### config.mk
export PLATFORM = sky130hd
export DESIGN_NAME = fr_sindiv
export DESIGN_NICKNAME = d
export VERILOG_FILES = /design/src/rtl/fr_pkg.sv /design/src/rtl/fr_sindiv.sv
export SDC_FILE = /design/constraint.sdc
export NUM_CORES = 2
export LEC_CHECK = 0
export BUFFER_PORTS_ARGS = -buffer_cell sky130_fd_sc_hd__clkbuf_2
export CAP_MARGIN = 20
export CORE_ASPECT_RATIO = 0.7
export CORE_MARGIN = 5
export CORE_UTILIZATION = 50
export DETAILED_ROUTE_END_ITERATION = 7
export GPL_TIMING_DRIVEN = 0
export PLACE_DENSITY_LB_ADDON = 0.2
export SLEW_MARGIN = 5
export SYNTH_ARGS = -nofsm -noshare
export SYNTH_HDL_FRONTEND = slang
export SYNTH_MEMORY_MAX_BITS = 65536
export SYNTH_SLANG_ARGS = --single-unit
export TNS_END_PERCENT = 100
### constraint.sdc
create_clock -name aclk -period 6.1 [get_ports aclk]
set_input_delay 0.305 -clock aclk [delete_from_list [all_inputs] [get_ports aclk]]
set_output_delay 0.305 -clock aclk [all_outputs]
set_load 0.005 [all_outputs]
### src/rtl/fr_pkg.sv
package fr_pkg;

    localparam int SQ_STEPS  = 29;
    localparam int DIV_STEPS = 29;
    localparam int RAT_STEPS = 19;

    localparam logic [28:0] ONE_Q28  = 29'h1000_0000;
    localparam logic [56:0] ONE_Q56  = 57'h100_0000_0000_0000;
    localparam logic [15:0] ONE_Q14  = 16'h4000;
    localparam logic [15:0] OUT_ONE  = 16'h8000;
    localparam logic [18:0] RAT_ONE  = 19'h4_0000;

    typedef struct packed {
        logic signed [15:0] to_origin_x;
        logic signed [15:0] to_origin_y;
        logic signed [15:0] to_origin_z;
        logic signed [15:0] normal_x;
        logic signed [15:0] normal_y;
        logic signed [15:0] normal_z;
        logic [15:0]        material_index;
    } fr_in_t;

    typedef struct packed {
        logic [15:0] reflectance;
        logic        total_internal;
        logic        leaving_material;
    } fr_out_t;

    // per-item values that ride along the arithmetic pipes
    typedef struct packed {
        logic        leaving;
        logic        tir;
        logic [28:0] cos_i;
        logic [15:0] n1;
        logic [15:0] n2;
    } fr_side_t;

endpackage

### src/rtl/fr_sindiv.sv
module fr_sindiv
    import fr_pkg::*;
(
    input  logic        aclk,
    input  logic        aresetn,
    input  logic        en,
    input  logic        in_valid,
    input  logic [44:0] in_dividend,
    input  logic [15:0] in_divisor,
    input  fr_side_t    in_side,
    output logic        out_valid,
    output logic [28:0] out_quot,
    output logic        out_ovf,
    output fr_side_t    out_side
);

    // restoring division, one quotient bit per stage; a quotient of
    // 2^29 or more is only flagged
    logic [DIV_STEPS-1:0] v_reg;
    logic [15:0]          rem_reg  [0:DIV_STEPS-1];
    logic [28:0]          low_reg  [0:DIV_STEPS-1];
    logic [28:0]          quot_reg [0:DIV_STEPS-1];
    logic [15:0]          dsr_reg  [0:DIV_STEPS-1];
    logic                 ovf_reg  [0:DIV_STEPS-1];
    fr_side_t             side_reg [0:DIV_STEPS-1];

    for (genvar g = 0; g < DIV_STEPS; g++) begin : g_stage
        localparam int K = DIV_STEPS - 1 - g;
        logic        pv;
        logic [15:0] prem;
        logic [28:0] plow;
        logic [28:0] pquot;
        logic [15:0] pdsr;
        logic        povf;
        fr_side_t    pside;
        logic [16:0] t;
        logic [15:0] rem_next;
        logic [28:0] quot_next;

        if (g == 0) begin : g_first
            logic ovf0;
            assign ovf0  = in_dividend[44:29] >= in_divisor;
            assign pv    = in_valid;
            assign prem  = ovf0 ? 16'd0 : in_dividend[44:29];
            assign plow  = in_dividend[28:0];
            assign pquot = '0;
            assign pdsr  = in_divisor;
            assign povf  = ovf0;
            assign pside = in_side;
        end else begin : g_rest
            assign pv    = v_reg[g-1];
            assign prem  = rem_reg[g-1];
            assign plow  = low_reg[g-1];
            assign pquot = quot_reg[g-1];
            assign pdsr  = dsr_reg[g-1];
            assign povf  = ovf_reg[g-1];
            assign pside = side_reg[g-1];
        end

        always_comb begin
            t         = {prem, plow[K]};
            quot_next = pquot;
            if (t >= {1'b0, pdsr}) begin
                rem_next     = 16'(t - {1'b0, pdsr});
                quot_next[K] = 1'b1;
            end else begin
                rem_next = t[15:0];
            end
        end

        always_ff @(posedge aclk) begin
            if (!aresetn) begin
                v_reg[g] <= 1'b0;
            end else if (en) begin
                v_reg[g] <= pv;
            end
        end

        always_ff @(posedge aclk) begin
            if (en) begin
                rem_reg[g]  <= rem_next;
                low_reg[g]  <= plow;
                quot_reg[g] <= quot_next;
                dsr_reg[g]  <= pdsr;
                ovf_reg[g]  <= povf;
                side_reg[g] <= pside;
            end
        end
    end

    assign out_valid = v_reg[DIV_STEPS-1];
    assign out_quot  = quot_reg[DIV_STEPS-1];
    assign out_ovf   = ovf_reg[DIV_STEPS-1];
    assign out_side  = side_reg[DIV_STEPS-1];

endmodule

==> flow_summary.ini <==
[flow_run]
max-cap-violations = 0

[power]
switching_power_mw = 19.68
irDropWorstVdd_v = 0.0002422
p_leak_nw = 57.04
pwr-share-seq_pct = 46.2
power_density_nw_per_um2 = 453.2
comb_power_share_pct = 24.2
netSwitchingFraction_pct = 27.68
pwr-share-clk_pct = 29.5
p_int_mw = 51.40

[timing]
finalSetupTns_ns = 0
fmax_mhz = 183.3
min_period_ns = 5.454
max_slew_margin_pct = 29.28
rsz0062_at_grt = no
post-route-period-util_pct = 89.42
final-setup-viol-count = 0
holdWs_ns = 0.08846
setup_slack_ns = 0.6456
drv_slew = 0
finalClockSkew_ns = 0.04805
worstMarginPinSlew_ns = 1.054
hold_violations = 0

[setup_path]
arrival_ns = 6.19
critical_path.endpoint_type = register
startpoint_type = input pin
cp_max_fo = 112
critical_path_class = in2reg
critPathRequiredTime_ns = 6.83

[placement]
place_hpwl_um = 149000
port_buffers = 220
dp_slack_ns = 0.3817
place_congestion = 0.8713
place_area_sq_um = 144400

[drt]
vias = 64540
antenna_left = 0
drc = 0
firstDrtPassIters = 6
routedWlPerCell_um = 18.14
viasPerCell = 5.221
wirelength_um = 224300
dr.first_iter.drc_count = 5052

[floorplanning]
die_x_um = 637.3
core-area_sq_um = 274600
ios = 222
die_y_um = 449.1
start_util_pct = 50.16
die_area_sq_um = 286200
core.rowCount = 161

[synth]
ys_types = 84
ys_seq_elements = 3622
syn-num-nets = 8318
seq_area_frac_synth_pct = 78.77
synthFlopType = edfxtp_1
synth_top_area_share_pct = 78.34
syn_area_sq_um = 137700
avgSynthCellArea_sq_um = 17.93
synth_async_sr_flop_share_pct = 0
synth.area.top_cells = edfxtp_1, ha_1, mux2_2
syn_inst = 7682
synth_edf_count = 3593
yosys_warnings = 0
yosysTopAreaCell = edfxtp_1

[cells_and_area]
fill_cells = 20670
final_util_pct = 57.12
largest_register_ffs = 1827
drive_gt1_share_pct = 13.62
areaGrowthSynthToFinish_pct = 13.88
fin_area_sq_um = 156800
finalNetCount = 9049

[global_routing]
grt_overflow = 0
track_usage_pct = 15.54
grt_max_degree = 122
antenna_found_initial = 6
grt_pass1_wl_um = 358400
grt_pass1_vias = 63470

[clocking]
cts_resized = 0
cts_root_buf = clkbuf_16
cts_tree = yes
htreeDepth = 5
clk_latency_ns = 0.87
clock_sinks = 3622
cts_made_buffers = 348
clk_pin_slew_ns = 0.06
post_cts_buffers = 0
clockBufferDepth = 4

[worst_hold_path]
min_path_type = in2reg

[outcome]
status = complete, no violations
-- what timing repair did --
item                                    in CTS  in global routing
endpoints found under the hold margin      178                  0
endpoints found under the setup margin       0                  0
hold buffers                               125                  0
-- routing by layer --
layer  up-vias  routed length, um  track usage (%)  share of wire [%]
li1      31230                  -                -                  -
met1     31640             116000            25.51                 52
met2      1307              91280            21.29                 41
met3       373              11940            2.842                5.3
met4         0               5078            3.995                2.3
met5         -                  0                0                  0
-- power by group through the flow --
stage | Combinational (mW) | Clock [mW] | Sequential (mW)
after global placement | 16.1 | 0 | 36.0
after global routing | 19.0 | 22.9 | 33.1
after floorplan | 12.6 | 0 | 32.6
after CTS | 17.1 | 21.8 | 32.9
after detailed placement | 16.8 | 0 | 33.4
final | 17.2 | 21.0 | 32.8
-- Yosys cell counts, types with 32 or more instances --
cell	number
nor2b_1	116
clkbuf_1	42
xnor2_1	202
ha_1	480
nand2b_1	62
o31ai_1	43
nor3_1	63
inv_1	569
nor4_1	50
o2111ai_1	32
a31oi_1	56
xor2_1	35
nand3_1	57
nor2_1	348
o21a_1	157
mux2i_1	106
mux2_2	327
a21o_1	108
edfxtp_1	3593
nand4_1	74
a21oi_1	276
o21ai_0	194
nand2_1	138
o31a_1	44
-- cells in the final DEF, fill, tap and decap left out, types with 62 or more instances in the layout --
cell	n
edfxtp_1	3593
inv_1	569
ha_1	480
clkbuf_16	351
nor2_1	348
mux2_2	327
a21oi_1	276
clkbuf_2	219
xnor2_1	202
o21ai_0	194
o21a_1	157
nand2_1	138
dlygate4sd3_1	125
nor2b_1	116
a21o_1	108
clkbuf_1	108
mux2i_1	106
clkinv_1	87
nand4_1	74
nor3_1	63
nand2b_1	62
-- metrics by stage --
| step | std cells | total power, mW |
|---|---|---|
| 2_1_floorplan | 7682 | 45.24 |
| 3_3_place_gp | 11570 | 52.11 |
| 3_5_place_dp | 11610 | 50.21 |
| 4_1_cts | 12360 | 71.76 |
| 5_1_grt | 12360 | 75.01 |
| 6_report | 12360 | 71.07 |
-- final timing paths --
kind                       to  slack [ns]  depth (start not counted)            start
max             g_stage[5].pv        0.65                         13               en
max reg2reg   rem_reg[1][152]        2.40                         10  low_reg[1][235]
min             rem_reg[0][5]        0.09                          4  in_dividend[33]
min reg2reg  side_reg[1][116]        0.37                          0  side_reg[1][53]
-- final cells by class --
type                    instances  area [sq um]  area share (%)
plain buffers                  86         414.1          0.2641
inverters                     570          2140           1.364
diodes                          1         2.502        0.001596
well taps                    3667          4588           2.925
clock inverters               215          2187           1.394
repair buffers                381          3312           2.112
multi-input cells            3404         26690           17.02
clock buffers                 417          9031           5.758
flip-flops and latches       3622        108500           69.16
-- kinds of logic after synthesis --
logic type	after synthesis	synth area share [%]
flops	3622	78.77
compound gates	1196	5.918
simple gates	1026	3.699
buf+inv	656	1.854
fa+ha+maj	508	4.768
mux	437	3.488
xor+xnor	237	1.507
-- worst max-delay path, stage by stage --
cell and delay [ns]:
dlygate4sd3_1 0.54, clkbuf_8 0.31, buf_16 0.44, buf_16 0.42, buf_16 0.42, buf_16 0.43
buf_16 0.37, buf_16 0.37, buf_16 0.43, clkbuf_1 0.57, buf_1 0.58, mux2i_1 0.27
nor2b_1 0.08
(Power assumes the default switching activity.)
