$ cat src/rtl/fr_pkg.sv
package fr_pkg;

    localparam int SQ_STEPS  = 29;
    localparam int DIV_STEPS = 29;
    localparam int RAT_STEPS = 19;

    localparam logic [28:0] ONE_Q28  = 29'h1000_0000;
    localparam logic [56:0] ONE_Q56  = 57'h100_0000_0000_0000;
    localparam logic [15:0] ONE_Q14  = 16'h4000;
    localparam logic [15:0] OUT_ONE  = 16'h8000;
    localparam logic [18:0] RAT_ONE  = 19'h4_0000;

    typedef struct packed {
        logic signed [15:0] to_origin_x;
        logic signed [15:0] to_origin_y;
        logic signed [15:0] to_origin_z;
        logic signed [15:0] normal_x;
        logic signed [15:0] normal_y;
        logic signed [15:0] normal_z;
        logic [15:0]        material_index;
    } fr_in_t;

    typedef struct packed {
        logic [15:0] reflectance;
        logic        total_internal;
        logic        leaving_material;
    } fr_out_t;

    // per-item values that ride along the arithmetic pipes
    typedef struct packed {
        logic        leaving;
        logic        tir;
        logic [28:0] cos_i;
        logic [15:0] n1;
        logic [15:0] n2;
    } fr_side_t;

endpackage

$ cat src/rtl/fr_front.sv
module fr_front
    import fr_pkg::*;
(
    input  logic        aclk,
    input  logic        aresetn,
    input  logic        en,
    input  logic        in_valid,
    input  fr_in_t      in_data,
    output logic        out_valid,
    output logic [56:0] out_rad,
    output fr_side_t    out_side
);

    // stage 0: input word
    logic   v0_reg;
    fr_in_t d0_reg;

    // stage 1: products
    logic               v1_reg;
    logic signed [31:0] px_reg, py_reg, pz_reg;
    logic [15:0]        idx_reg;

    // stage 2: cosine and side
    logic     v2_reg;
    fr_side_t s2_reg;
    fr_side_t s2_next;

    // stage 3: cosine squared
    logic        v3_reg;
    logic [57:0] csq_reg;
    fr_side_t    s3_reg;

    // stage 4: radicand
    logic        v4_reg;
    logic [56:0] rad_reg;
    fr_side_t    s4_reg;

    logic signed [33:0] dot;
    logic [33:0]        mag;

    always_comb begin
        dot = 34'(px_reg) + 34'(py_reg) + 34'(pz_reg);
        mag = dot[33] ? 34'(-dot) : 34'(dot);
        s2_next.leaving = dot[33];
        s2_next.tir     = 1'b0;
        s2_next.cos_i   = (mag > 34'(ONE_Q28)) ? ONE_Q28 : mag[28:0];
        s2_next.n1      = dot[33] ? idx_reg : ONE_Q14;
        s2_next.n2      = dot[33] ? ONE_Q14 : idx_reg;
    end

    always_ff @(posedge aclk) begin
        if (!aresetn) begin
            v0_reg <= 1'b0;
            v1_reg <= 1'b0;
            v2_reg <= 1'b0;
            v3_reg <= 1'b0;
            v4_reg <= 1'b0;
        end else if (en) begin
            v0_reg <= in_valid;
            v1_reg <= v0_reg;
            v2_reg <= v1_reg;
            v3_reg <= v2_reg;
            v4_reg <= v3_reg;
        end
    end

    always_ff @(posedge aclk) begin
        if (en) begin
            d0_reg  <= in_data;
            px_reg  <= 32'(d0_reg.to_origin_x) * 32'(d0_reg.normal_x);
            py_reg  <= 32'(d0_reg.to_origin_y) * 32'(d0_reg.normal_y);
            pz_reg  <= 32'(d0_reg.to_origin_z) * 32'(d0_reg.normal_z);
            // zero index would divide by zero, use one lsb
            idx_reg <= (d0_reg.material_index == 16'd0) ? 16'd1 : d0_reg.material_index;
            s2_reg  <= s2_next;
            csq_reg <= 58'(s2_reg.cos_i) * 58'(s2_reg.cos_i);
            s3_reg  <= s2_reg;
            rad_reg <= ONE_Q56 - csq_reg[56:0];
            s4_reg  <= s3_reg;
        end
    end

    assign out_valid = v4_reg;
    assign out_rad   = rad_reg;
    assign out_side  = s4_reg;

endmodule

$ cat config.mk
export PLATFORM = sky130hd
export DESIGN_NAME = fr_front
export DESIGN_NICKNAME = d
export VERILOG_FILES = /design/src/rtl/fr_pkg.sv /design/src/rtl/fr_front.sv
export SDC_FILE = /design/constraint.sdc
export NUM_CORES = 2
export LEC_CHECK = 0
export ABC_AREA = 1
export BUFFER_PORTS_ARGS = -buffer_cell sky130_fd_sc_hd__buf_4
export CAP_MARGIN = 20
export CELL_PAD_IN_SITES_DETAIL_PLACEMENT = 0
export CELL_PAD_IN_SITES_GLOBAL_PLACEMENT = 2
export CORE_MARGIN = 1.5
export CORE_UTILIZATION = 40
export CTS_BUF_LIST = sky130_fd_sc_hd__clkbuf_8 sky130_fd_sc_hd__clkbuf_16
export DETAILED_ROUTE_END_ITERATION = 10
export GPL_ROUTABILITY_DRIVEN = 0
export MAX_ROUTING_LAYER = met4
export PLACE_DENSITY_LB_ADDON = 0.1
export SYNTH_ARGS = -nofsm -noshare
export SYNTH_HDL_FRONTEND = slang
export SYNTH_SLANG_ARGS = --single-unit
export TNS_END_PERCENT = 50
$ cat constraint.sdc
create_clock -name aclk -period 20.6 [get_ports aclk]
set_input_delay 1.03 -clock aclk [delete_from_list [all_inputs] [get_ports aclk]]
set_output_delay 1.03 -clock aclk [all_outputs]
set_load 0.005 [all_outputs]
==> run summary <==
Share of final-layout standard cells stronger than drive strength 1 - 6.90%
Clock tree from TritonCTS - built
Number of resized instances in the post-cts repair step - 0
Library cells used by synthesis - 59
Initial Utilization - 40.4%
Number of I/O port buffers - 235
Number of buffers created by CTS - 67
Post-synth ARST share - 0%
Hpwl dp - 154000 um
Pins over their slew limit - 0
Slowest cell on crit path - sky130_fd_sc_hd__edfxtp_1
Post-CTS clock slew at the launch and capture registers of the worst setup and hold paths - 0.06 ns
Critical path data required time - 21.04 ns
Arrival time at the worst endpoint - 8.56 ns
Shortest period the worst path allows - 8.12 ns
Level count of the clock H-tree - 3
Max-slew headroom at the worst pin - 30.6%
Setup skew after layout - 0.0674 ns
Area of the die - 193000 um2
Post-synth design cell area - 76100 um2
CTS max path bufs - 3
Final Core Density - 43.8%
DRC errors left - 0
Delay of the slowest cell on the worst path - 0.67 ns
Highest clock frequency the design can meet - 0.123 GHz
Floorplan row count - 159
Routed length per instance - 17.5 um
Reported max-cap violation count - 0
Hold violation count in the final report - 0
CTS sink count - 525
Number of global-route vias before repair - 55100
Number of setup buffers added after CTS - 0
HP Class - reg2reg
Tightest Pin Transition - 1.04 ns
IO Count - 237
Post-synth top flop - sky130_fd_sc_hd__edfxtp_1
Final wirelength - 190000 um
Parity-gate share of the synthesized area counting xor and xnor cells - 2.89%
Worst hold-check slack - 0.408 ns
DR vias - 50300
Die width - 439 um
Number of setup violations in the final report - 0
Synth Area in Simple Gates - 12.8%
Total grt overflow - 0
Number of synthesized flops with an enable pin - 520
Iteration-0 DRC count of the detailed router - 2617
Part of the Yosys area used for sequential elements - 20.6%
Global routing usage summed across all routing layers - 21.0%
Initial antenna violation count - 2
Share of the synthesized area in compound gates (AO/OA/AOI/OAI) - 2.99%
Nets@finish - 10400
Layout area overhead - 8.43%
Cell chosen for the clock root - sky130_fd_sc_hd__clkbuf_16
Source-to-sink clock delay at the later pin of the worst-skew pair - 0.73 ns
Antenna violation net count after detailed routing - 0
Setup repair after global routing missed its margin - false
Dominant combinational cell family by area after synthesis - adder cells
Mean number of vias per cell - 4.63
Yosys Warn Count - 0
Average instance area after synthesis - 9.26 um2
Hold_buf cts - 0
Total nets after synthesis - 10300
Crit path max fanout - 19
Max reg flops - 112
Instance count of the mapped netlist - 8222
Synth Register Bits - 525
Setup Crit Path Kind - reg2reg
Maximum number of pins on one net before global-route repair - 121
Post-synthesis mux area share - 0%
Count of TritonRoute iterations in the first routing pass - 5
First-pass GRT wire length - 306000 um
Core region area - 188000 um2
Die Height - 439 um
Element type at the critical path end - register
Period utilisation layout - 39.4%
Area share of fa/ha/maj cells after synthesis - 47.3%
Result of the run - finished clean
Setup_tns - 0 ns
Worst Setup Start Kind - register
[worst max-delay path: cells and delay by family (launching register included)]
kind	cells	cell delay, ns
simple gates	8	0.77
fa+ha+maj	9	4.18
buf+inv	7	0.83
compound gates	6	1.25
xor+xnor	1	0.16
flops	1	0.67
[metal layers]
metal	track usage, %	up-vias	routed length (um)
met5	-	-	0
met4	4.46	0	4020
met3	1.87	174	5650
met2	35.6	728	94300
met1	27.5	25300	85700
li1	-	24100	-
[cells in the final DEF (no fill, tap or decap), types with 96 or more instances in the layout]
cell type,instances
sky130_fd_sc_hd__buf_4,277
sky130_fd_sc_hd__edfxtp_1,520
sky130_fd_sc_hd__xor2_1,153
sky130_fd_sc_hd__fa_1,1469
sky130_fd_sc_hd__nand2_1,1723
sky130_fd_sc_hd__ha_1,528
sky130_fd_sc_hd__nor2_1,289
sky130_fd_sc_hd__inv_1,2398
sky130_fd_sc_hd__nand3_1,110
sky130_fd_sc_hd__a21oi_1,202
sky130_fd_sc_hd__xnor2_1,96
[Yosys cell counts, types with 8 or more instances]
cell type,n,area share [%]
sky130_fd_sc_hd__inv_2,27,0.13
sky130_fd_sc_hd__a21boi_0,9,0.089
sky130_fd_sc_hd__nor3_1,21,0.14
sky130_fd_sc_hd__nand2_2,35,0.29
sky130_fd_sc_hd__o21ai_0,94,0.62
sky130_fd_sc_hd__clkbuf_1,208,1.0
sky130_fd_sc_hd__o21a_1,12,0.12
sky130_fd_sc_hd__o21bai_1,9,0.089
sky130_fd_sc_hd__nand4_1,31,0.25
sky130_fd_sc_hd__xor2_1,153,1.8
sky130_fd_sc_hd__or2_2,49,0.40
sky130_fd_sc_hd__buf_1,39,0.19
sky130_fd_sc_hd__fa_1,1469,39
sky130_fd_sc_hd__nand3b_1,8,0.079
sky130_fd_sc_hd__nor2_1,289,1.4
sky130_fd_sc_hd__nor2_2,33,0.27
sky130_fd_sc_hd__nand2_1,1723,8.5
sky130_fd_sc_hd__ha_1,528,8.7
sky130_fd_sc_hd__a21o_1,11,0.11
sky130_fd_sc_hd__edfxtp_1,520,21
sky130_fd_sc_hd__nor4_1,18,0.15
sky130_fd_sc_hd__nor2_4,19,0.28
sky130_fd_sc_hd__nand3_2,14,0.18
sky130_fd_sc_hd__xnor2_1,96,1.1
sky130_fd_sc_hd__nand3_1,110,0.72
sky130_fd_sc_hd__inv_1,2393,12
sky130_fd_sc_hd__a21oi_1,202,1.3
sky130_fd_sc_hd__a31oi_1,20,0.16
[kinds of logic (layout without fill, tap and decap cells)]
logic type                 count (synthesis)  after routing
other                                      1              2
and+or+nand+nor                         2363           2363
adders and majority gates               1997           1997
DFF                                      525            525
buffers and inverters                   2682           2823
xor gates and xnor gates                 250            250
AOI/OAI and AO/OA                        404            404
[through the flow]
stage / instance area (um2) / std cells / worst slack [ns]
after floorplan: 76100 / 8222 / 13.26
after global placement: 80300 / 10700 / 12.47
after detailed placement: 80300 / 10700 / 12.35
after CTS: 82500 / 10900 / 12.35
after global routing: 82500 / 10900 / 11.88
final: 82600 / 10900 / 12.48
[layout make-up]
class	count	area (um2)
Fill cell	18600	106000
Multi-Input combinational cell	5015	50300
Sequential cell	525	15700
Inverter	2422	9090
Tap cell	2495	3120
Timing Repair Buffer	279	2110
Clock buffer	67	1680
Clock inverter	55	562
Antenna cell	1	2.50
[final timing paths]
check                                 from                    end  slack (ns)  cells past startpoint
setup reg to reg  s2_reg[42]$_SDFFCE_PN0P_  csq_reg[52]$_DFFE_PP_       12.48                     31
setup / recovery  s2_reg[42]$_SDFFCE_PN0P_  csq_reg[52]$_DFFE_PP_       12.48                     31
hold / removal    s2_reg[12]$_SDFFCE_PN0P_   s3_reg[12]$_DFFE_PP_        0.41                      0
hold reg to reg   s2_reg[12]$_SDFFCE_PN0P_   s3_reg[12]$_DFFE_PP_        0.41                      0
Power is left out: the tool's default activity adds up to more than one toggle a clock period on the data nets, which glitch-free logic cannot reach.
